--- src/rtl/core/pes2x_pkg.sv ---
// Shared types and constants for the 2x edge-directed pixel scaler.
package pes2x_pkg;

   // Pixel width used for compares and outputs
   localparam int unsigned PIXEL_BITS = 32;

   typedef logic [PIXEL_BITS-1:0] pixel_type;

   // One source column as taken from the request channel
   typedef struct packed {
      pixel_type above;
      pixel_type centre;
      pixel_type below;
      logic      line_end;
   } column_type;

   // Five-pixel neighbourhood of the column being emitted
   typedef struct packed {
      pixel_type left;
      pixel_type top;
      pixel_type mid;
      pixel_type bottom;
      pixel_type right;
      logic      done;
   } nbhd_type;

   // One 2x2 output block
   typedef struct packed {
      pixel_type upper_left;
      pixel_type upper_right;
      pixel_type lower_left;
      pixel_type lower_right;
      logic      row_done;
   } result_type;

   // Handshake between the column window and the output register
   typedef struct packed {
      logic emit;
      logic step;
   } win_ctrl_type;

endpackage

--- src/rtl/core/pes2x_corner.sv ---
// Corner selection: the four equality-test muxes of one 2x2 output block.
module pes2x_corner (
   input  pes2x_pkg::nbhd_type   nbhd,
   input  logic                  double_width,
   output pes2x_pkg::result_type result
);

   logic sel_ul;
   logic sel_ur;
   logic sel_ll;
   logic sel_lr;

   // Test each corner against its edge pixel
   assign sel_ul = (nbhd.left == nbhd.top) && (nbhd.right != nbhd.top)
                   && (nbhd.bottom != nbhd.top);
   assign sel_ur = (nbhd.right == nbhd.top) && (nbhd.left != nbhd.top)
                   && (nbhd.bottom != nbhd.top);
   assign sel_ll = (nbhd.left == nbhd.bottom) && (nbhd.right != nbhd.bottom)
                   && (nbhd.top != nbhd.bottom);
   assign sel_lr = (nbhd.right == nbhd.bottom) && (nbhd.left != nbhd.bottom)
                   && (nbhd.top != nbhd.bottom);

   // Pick edge or centre pixel; drop the right column in single width
   always_comb begin
      result.upper_left  = sel_ul ? nbhd.top : nbhd.mid;
      result.lower_left  = sel_ll ? nbhd.bottom : nbhd.mid;
      result.upper_right = '0;
      result.lower_right = '0;
      if (double_width) begin
         result.upper_right = sel_ur ? nbhd.top : nbhd.mid;
         result.lower_right = sel_lr ? nbhd.bottom : nbhd.mid;
      end
      result.row_done = nbhd.done;
   end

endmodule

--- src/rtl/core/pes2x_window.sv ---
// Column input register and three-column window with emit sequencing.
module pes2x_window (
   input  logic                    clock,
   input  logic                    reset,
   input  logic                    col_valid,
   output logic                    col_ready,
   input  pes2x_pkg::column_type   col,
   input  logic                    out_free,
   output pes2x_pkg::win_ctrl_type ctrl,
   output pes2x_pkg::nbhd_type     nbhd
);

   logic                  in_valid_ff, in_valid_in;
   pes2x_pkg::column_type item_ff;
   logic                  pending_ff, pending_in;
   logic                  phase_ff, phase_in;
   pes2x_pkg::pixel_type  left_ff, left_in;
   pes2x_pkg::column_type held_ff, held_in;
   logic                  need_out;
   logic                  consume;

   // Decide whether the registered column steps this cycle
   always_comb begin
      need_out  = pending_ff || item_ff.line_end;
      ctrl.step = in_valid_ff && (!need_out || out_free);
      ctrl.emit = ctrl.step && need_out;
      // A line end behind a held column needs a second step
      consume   = ctrl.step && !(pending_ff && item_ff.line_end);
      col_ready = !in_valid_ff || consume;
   end

   // Build the neighbourhood of the column to emit
   always_comb begin
      if (pending_ff) begin
         nbhd.left   = left_ff;
         nbhd.top    = held_ff.above;
         nbhd.mid    = held_ff.centre;
         nbhd.bottom = held_ff.below;
         nbhd.right  = item_ff.centre;
         nbhd.done   = 1'b0;
      end else begin
         nbhd.left   = phase_ff ? left_ff : item_ff.centre;
         nbhd.top    = item_ff.above;
         nbhd.mid    = item_ff.centre;
         nbhd.bottom = item_ff.below;
         nbhd.right  = item_ff.centre;
         nbhd.done   = 1'b1;
      end
   end

   // Advance the window on each step
   always_comb begin
      pending_in = pending_ff;
      phase_in   = phase_ff;
      left_in    = left_ff;
      held_in    = held_ff;
      if (ctrl.step) begin
         if (pending_ff) begin
            left_in = held_ff.centre;
            if (item_ff.line_end) begin
               pending_in = 1'b0;
               phase_in   = 1'b1;
            end else begin
               held_in = item_ff;
            end
         end else begin
            phase_in = 1'b0;
            if (!item_ff.line_end) begin
               left_in    = item_ff.centre;
               held_in    = item_ff;
               pending_in = 1'b1;
            end
         end
      end
   end

   // Hold or refill the input register
   always_comb begin
      in_valid_in = in_valid_ff;
      if (col_valid && col_ready) begin
         in_valid_in = 1'b1;
      end else if (consume) begin
         in_valid_in = 1'b0;
      end
   end

   always_ff @(posedge clock) begin
      if (reset) begin
         in_valid_ff <= 1'b0;
         pending_ff  <= 1'b0;
         phase_ff    <= 1'b0;
      end else begin
         in_valid_ff <= in_valid_in;
         pending_ff  <= pending_in;
         phase_ff    <= phase_in;
      end
   end

   // Payload registers
   always_ff @(posedge clock) begin
      if (col_valid && col_ready) begin
         item_ff <= col;
      end
      left_ff <= left_in;
      held_ff <= held_in;
   end

endmodule

--- src/rtl/core/pixel_art_edge_scaler_2x_top.sv ---
// Top level of the 2x edge-directed pixel scaler: CSR, window and result register.
//
// Usage: each request transfer carries one source column (above, centre and
// below pixel, plus line_end on the last column of a line). Each response
// transfer carries one 2x2 output block; row_done marks the block of the last
// column. The block of a column is produced when its right neighbour arrives,
// so a line of N columns gives N responses: none for the first column, one
// for each later one, and two for the column that ends a line (one if the
// line is a single column wide).
// A response comes from the result register, loaded from the column in the input
// register once its neighbourhood is complete; a line-end column's own block
// follows the block before it. Throughput: one column per cycle unless the
// receiver stalls, set by the single input register feeding the corner compares;
// a line-end column behind a held one stays there until the held block is emitted.
// The csr channel writes double_width (reset 1); 0 zeroes the right pixels.
// It is always ready and should be written only while the block is idle.
// Reset is synchronous: the window empties and both channels go idle.
// When the receiver stalls, the result register holds its block; columns that
// need no result still advance, others wait and request ready drops.
module pixel_art_edge_scaler_2x_top (
   input  logic                        clock,
   input  logic                        reset,
   input  logic                        csr_valid,
   output logic                        csr_ready,
   input  logic                        csr_double_width,
   input  logic                        req_valid,
   output logic                        req_ready,
   input  logic [31:0]                 req_above_pixel,
   input  logic [31:0]                 req_centre_pixel,
   input  logic [31:0]                 req_below_pixel,
   input  logic                        req_line_end,
   output logic                        rsp_valid,
   input  logic                        rsp_ready,
   output logic [31:0]                 rsp_upper_left,
   output logic [31:0]                 rsp_upper_right,
   output logic [31:0]                 rsp_lower_left,
   output logic [31:0]                 rsp_lower_right,
   output logic                        rsp_row_done
);

   logic                    double_width_ff;
   logic                    rsp_valid_ff, rsp_valid_in;
   pes2x_pkg::result_type   result_ff;
   pes2x_pkg::result_type   result;
   pes2x_pkg::column_type   col;
   pes2x_pkg::nbhd_type     nbhd;
   pes2x_pkg::win_ctrl_type ctrl;
   logic                    out_free;

   // Configuration register
   assign csr_ready = 1'b1;

   always_ff @(posedge clock) begin
      if (reset) begin
         double_width_ff <= 1'b1;
      end else if (csr_valid) begin
         double_width_ff <= csr_double_width;
      end
   end

   // Pack the request column
   always_comb begin
      col.above    = req_above_pixel;
      col.centre   = req_centre_pixel;
      col.below    = req_below_pixel;
      col.line_end = req_line_end;
   end

   pes2x_window u_window (
      .clock     (clock),
      .reset     (reset),
      .col_valid (req_valid),
      .col_ready (req_ready),
      .col       (col),
      .out_free  (out_free),
      .ctrl      (ctrl),
      .nbhd      (nbhd)
   );

   pes2x_corner u_corner (
      .nbhd         (nbhd),
      .double_width (double_width_ff),
      .result       (result)
   );

   // Result register: load on emit, hold while the receiver stalls
   assign out_free = !rsp_valid_ff || rsp_ready;

   always_comb begin
      rsp_valid_in = rsp_valid_ff;
      if (out_free) begin
         rsp_valid_in = ctrl.emit;
      end
   end

   always_ff @(posedge clock) begin
      if (reset) begin
         rsp_valid_ff <= 1'b0;
      end else begin
         rsp_valid_ff <= rsp_valid_in;
      end
   end

   always_ff @(posedge clock) begin
      if (ctrl.emit && out_free) begin
         result_ff <= result;
      end
   end

   assign rsp_valid       = rsp_valid_ff;
   assign rsp_upper_left  = result_ff.upper_left;
   assign rsp_upper_right = result_ff.upper_right;
   assign rsp_lower_left  = result_ff.lower_left;
   assign rsp_lower_right = result_ff.lower_right;
   assign rsp_row_done    = result_ff.row_done;

endmodule

--- config.mk ---
export PLATFORM = sky130hd
export DESIGN_NAME = pixel_art_edge_scaler_2x_top
export DESIGN_NICKNAME = d
export VERILOG_FILES = /design/src/rtl/core/pes2x_pkg.sv /design/src/rtl/core/pes2x_corner.sv /design/src/rtl/core/pes2x_window.sv /design/src/rtl/core/pixel_art_edge_scaler_2x_top.sv
export SDC_FILE = /design/constraint.sdc
export NUM_CORES = 1
export LEC_CHECK = 0
export BUFFER_PORTS_ARGS = -buffer_cell sky130_fd_sc_hd__buf_2
export CAP_MARGIN = 20
export CORE_MARGIN = 3
export CORE_UTILIZATION = 54
export CTS_BUF_LIST = sky130_fd_sc_hd__clkbuf_4 sky130_fd_sc_hd__clkbuf_8
export CTS_CLUSTER_DIAMETER = 100
export DETAILED_ROUTE_END_ITERATION = 8
export PLACE_DENSITY = 0.87
export SYNTH_ARGS = -nofsm -noshare
export SYNTH_HDL_FRONTEND = slang
export SYNTH_HIERARCHICAL = 1
export SYNTH_SLANG_ARGS = --single-unit
--- constraint.sdc ---
create_clock -name clock -period 4.2 [get_ports clock]
set_input_delay 0.21 -clock clock [delete_from_list [all_inputs] [get_ports clock]]
set_output_delay 0.21 -clock clock [all_outputs]
set_load 0.05 [all_outputs]
==> results.txt <==
CTS Buf Count: 56
drt first pass iters: 5
final net count: 1472
CP Data Arrival Time: 3.87 ns
Mapped Cells: 1030
worst r2r path cells: 9
status: finished clean
Setup WS post-layout: 0.661 ns
Peak Freq: 0.283 GHz
CTS H-Tree Depth: 2
Pwr per Cell Area: 413 nW/µm²
Std-Cell Rows: 63
share of post-route cells with drive strength above 1: 38.7%
unrepaired setup endpoints after global routing: no
Setup TNS Final: 0 ns
Static Leak: 0.00749 µW
worst slew pin tran: 0.988 ns
Final Cycle Share: 84.3%
Hold Crit Endpoint: u_window/item_ff[70]$_DFFE_PP_
Psw: 2180 µW
Synth warnings: 6
Layout area overhead: 20.4%
synthesized cell area: 16700 µm²
final antenna-violating net count: 0
Ports: 235
Via density: 5.55
Final min period: 3.54 ns
required time worst endpoint: 4.53 ns
DR iter-0 viols: 846
Reg power frac: 50.9%
Critical Path End Type: flop
critical path class: reg -> reg
global-route wire length before repair: 65300 µm
Avg Cell Area, Syn: 16.2 µm²
setup violators final: 0
initial antenna violation count: 0
hold buffer count at cts: 102
Clock power frac: 35.4%
Root Driver: clkbuf_8
largest net degree at the start of global routing: 71
total global routing overflow: 0
CTS tree: yes
All-Layer GR Usage: 25.8%
Logic pwr share: 13.7%
DRC: 0
average wire per standard cell: 24.1 µm
Clock Sinks: 359
Port Buf Inserts: 233
die width: 182 µm
core area: 30000 µm²
Syn Nets: 1133
post-DP HPWL: 28600 µm
R2R setup slack: 0.66 ns
die area: 33100 µm²
vias in the first global route: 10500
FF-to-FF End: rsp_lower_left[7]$_DFFE_PP_
Worst R2R Start: u_window/pending_ff$_SDFFE_PP0P_
Worst Skew: 0.0164 ns
Clock Latency Late Sink: 0.59 ns
Pwr Total: 8310 µW
post-CTS setup buffers: 0
CTS clk-pin slew, worst paths: 0.07 ns
WHS Path Cells: 2
GP Congestion: 0.931
Slew HR: 34.1%
post-layout util: 67.0%
CP Max Fanout: 52
Max Cap Viol: 0
Final Hold Viols: 0
post-CTS sizing: 0
antenna cells: 0
Initial Util: 55.6%
drt total wl: 43400 µm
Die Span Y: 182 µm
worst hold start: req_above_pixel[5]
Internal: 6130 µW
Slew Limit Fails: 0
Clock Path Buffers: 3
Startpoint Class: flop
hold crit path type: in -> reg
via count: 9999
worst slack at placement: 0.723 ns
Fillers: 1968
Sw Share: 26.2%
maximum vdd drop: 261 µV
==> through the flow <==
stage	hold WS [ns]	cell area, µm²	cells
after global placement	0.388	18000	1599
after CTS	0.280	20100	1803
final	0.321	20100	1803
after floorplan	0.279	16700	1030
after global routing	0.306	20100	1803
after detailed placement	0.388	18000	1599
==> routing by layer <==
layer | share of wire, % | global-route usage, % | routed length, µm | vias to the layer above
met5 | 0 | 0 | 0 | -
met4 | 2.2 | 6.55 | 945 | 0
met3 | 6.2 | 4.37 | 2700 | 76
met2 | 50 | 43.6 | 21600 | 437
met1 | 42 | 35.2 | 18200 | 4983
li1 | - | - | - | 4503
==> registers in the layout, summed over array words and instances (netlist names) <==
register	cells
u_window/item_ff	97
u_window/held_ff	96
rsp_lower_left	32
rsp_lower_right	32
rsp_upper_left	32
rsp_upper_right	32
u_window/left_ff	32
double_width_ff	1
rsp_row_done	1
rsp_valid	1
u_window/in_valid_ff	1
u_window/pending_ff	1
u_window/phase_ff	1
==> placed cells by master (no fill, tap or decap), types with 4 or more instances in the layout <==
| cell type | instances |
|---|---|
| mux2i_1 | 64 |
| nor2_1 | 4 |
| clkbuf_8 | 61 |
| buf_12 | 7 |
| nand4_1 | 27 |
| a21oi_1 | 4 |
| nand2_1 | 99 |
| buf_2 | 233 |
| xor2_1 | 72 |
| mux2_4 | 57 |
| xnor2_1 | 88 |
| mux2_2 | 135 |
| dlygate4sd3_1 | 102 |
| edfxtp_1 | 354 |
| clkbuf_4 | 18 |
| clkinv_1 | 13 |
| buf_4 | 10 |
| clkinv_2 | 7 |
| nor4_1 | 23 |
==> power groups by stage <==
stage | clock network [µW] | registers, µW | logic [µW]
after floorplan | 0 | 4420 | 614
after global placement | 0 | 4300 | 1030
after detailed placement | 0 | 4300 | 1050
after CTS | 2960 | 4230 | 1130
after global routing | 3140 | 4250 | 1200
final | 2940 | 4230 | 1140
==> critical path, stage by stage, from the launching register on <==
cell and delay, ns:
dfxtp_4 0.39, buf_12 0.27, mux2_2 0.46, xnor2_1 0.34, nand4_1 0.17, nor4_1 0.35
nand4_1 0.25, nand3_2 0.37, buf_4 0.30, mux2_4 0.33
==> how the worst max path moves through the flow <==
stage / start / endpoint / slack (ns) / depth (start not counted)
after floorplan: rsp_valid$_SDFFE_PP0P_ / u_window/held_ff[10]$_DFFE_PP_ / 0.89 / 2
after detailed placement: u_window/pending_ff$_SDFFE_PP0P_ / rsp_lower_left[21]$_DFFE_PP_ / 0.72 / 9
after global routing: u_window/pending_ff$_SDFFE_PP0P_ / rsp_upper_left[31]$_DFFE_PP_ / 0.54 / 9
after global placement: u_window/pending_ff$_SDFFE_PP0P_ / rsp_lower_left[21]$_DFFE_PP_ / 0.67 / 9
after CTS: u_window/pending_ff$_SDFFE_PP0P_ / rsp_lower_left[21]$_DFFE_PP_ / 0.72 / 9
final: u_window/pending_ff$_SDFFE_PP0P_ / rsp_lower_left[7]$_DFFE_PP_ / 0.66 / 9
==> cell type report <==
cell class | instances | area, µm² | share of cell area [%]
inverters | 3 | 11.3 | 0.0560
multi-input cells | 597 | 5370 | 26.7
repair buffers | 352 | 2400 | 11.9
well taps | 390 | 488 | 2.43
clock inverters | 23 | 130 | 0.647
flip-flops and latches | 359 | 10700 | 53.4
clock buffers | 79 | 975 | 4.85
Note: power is estimated with default switching activity, not from simulation.
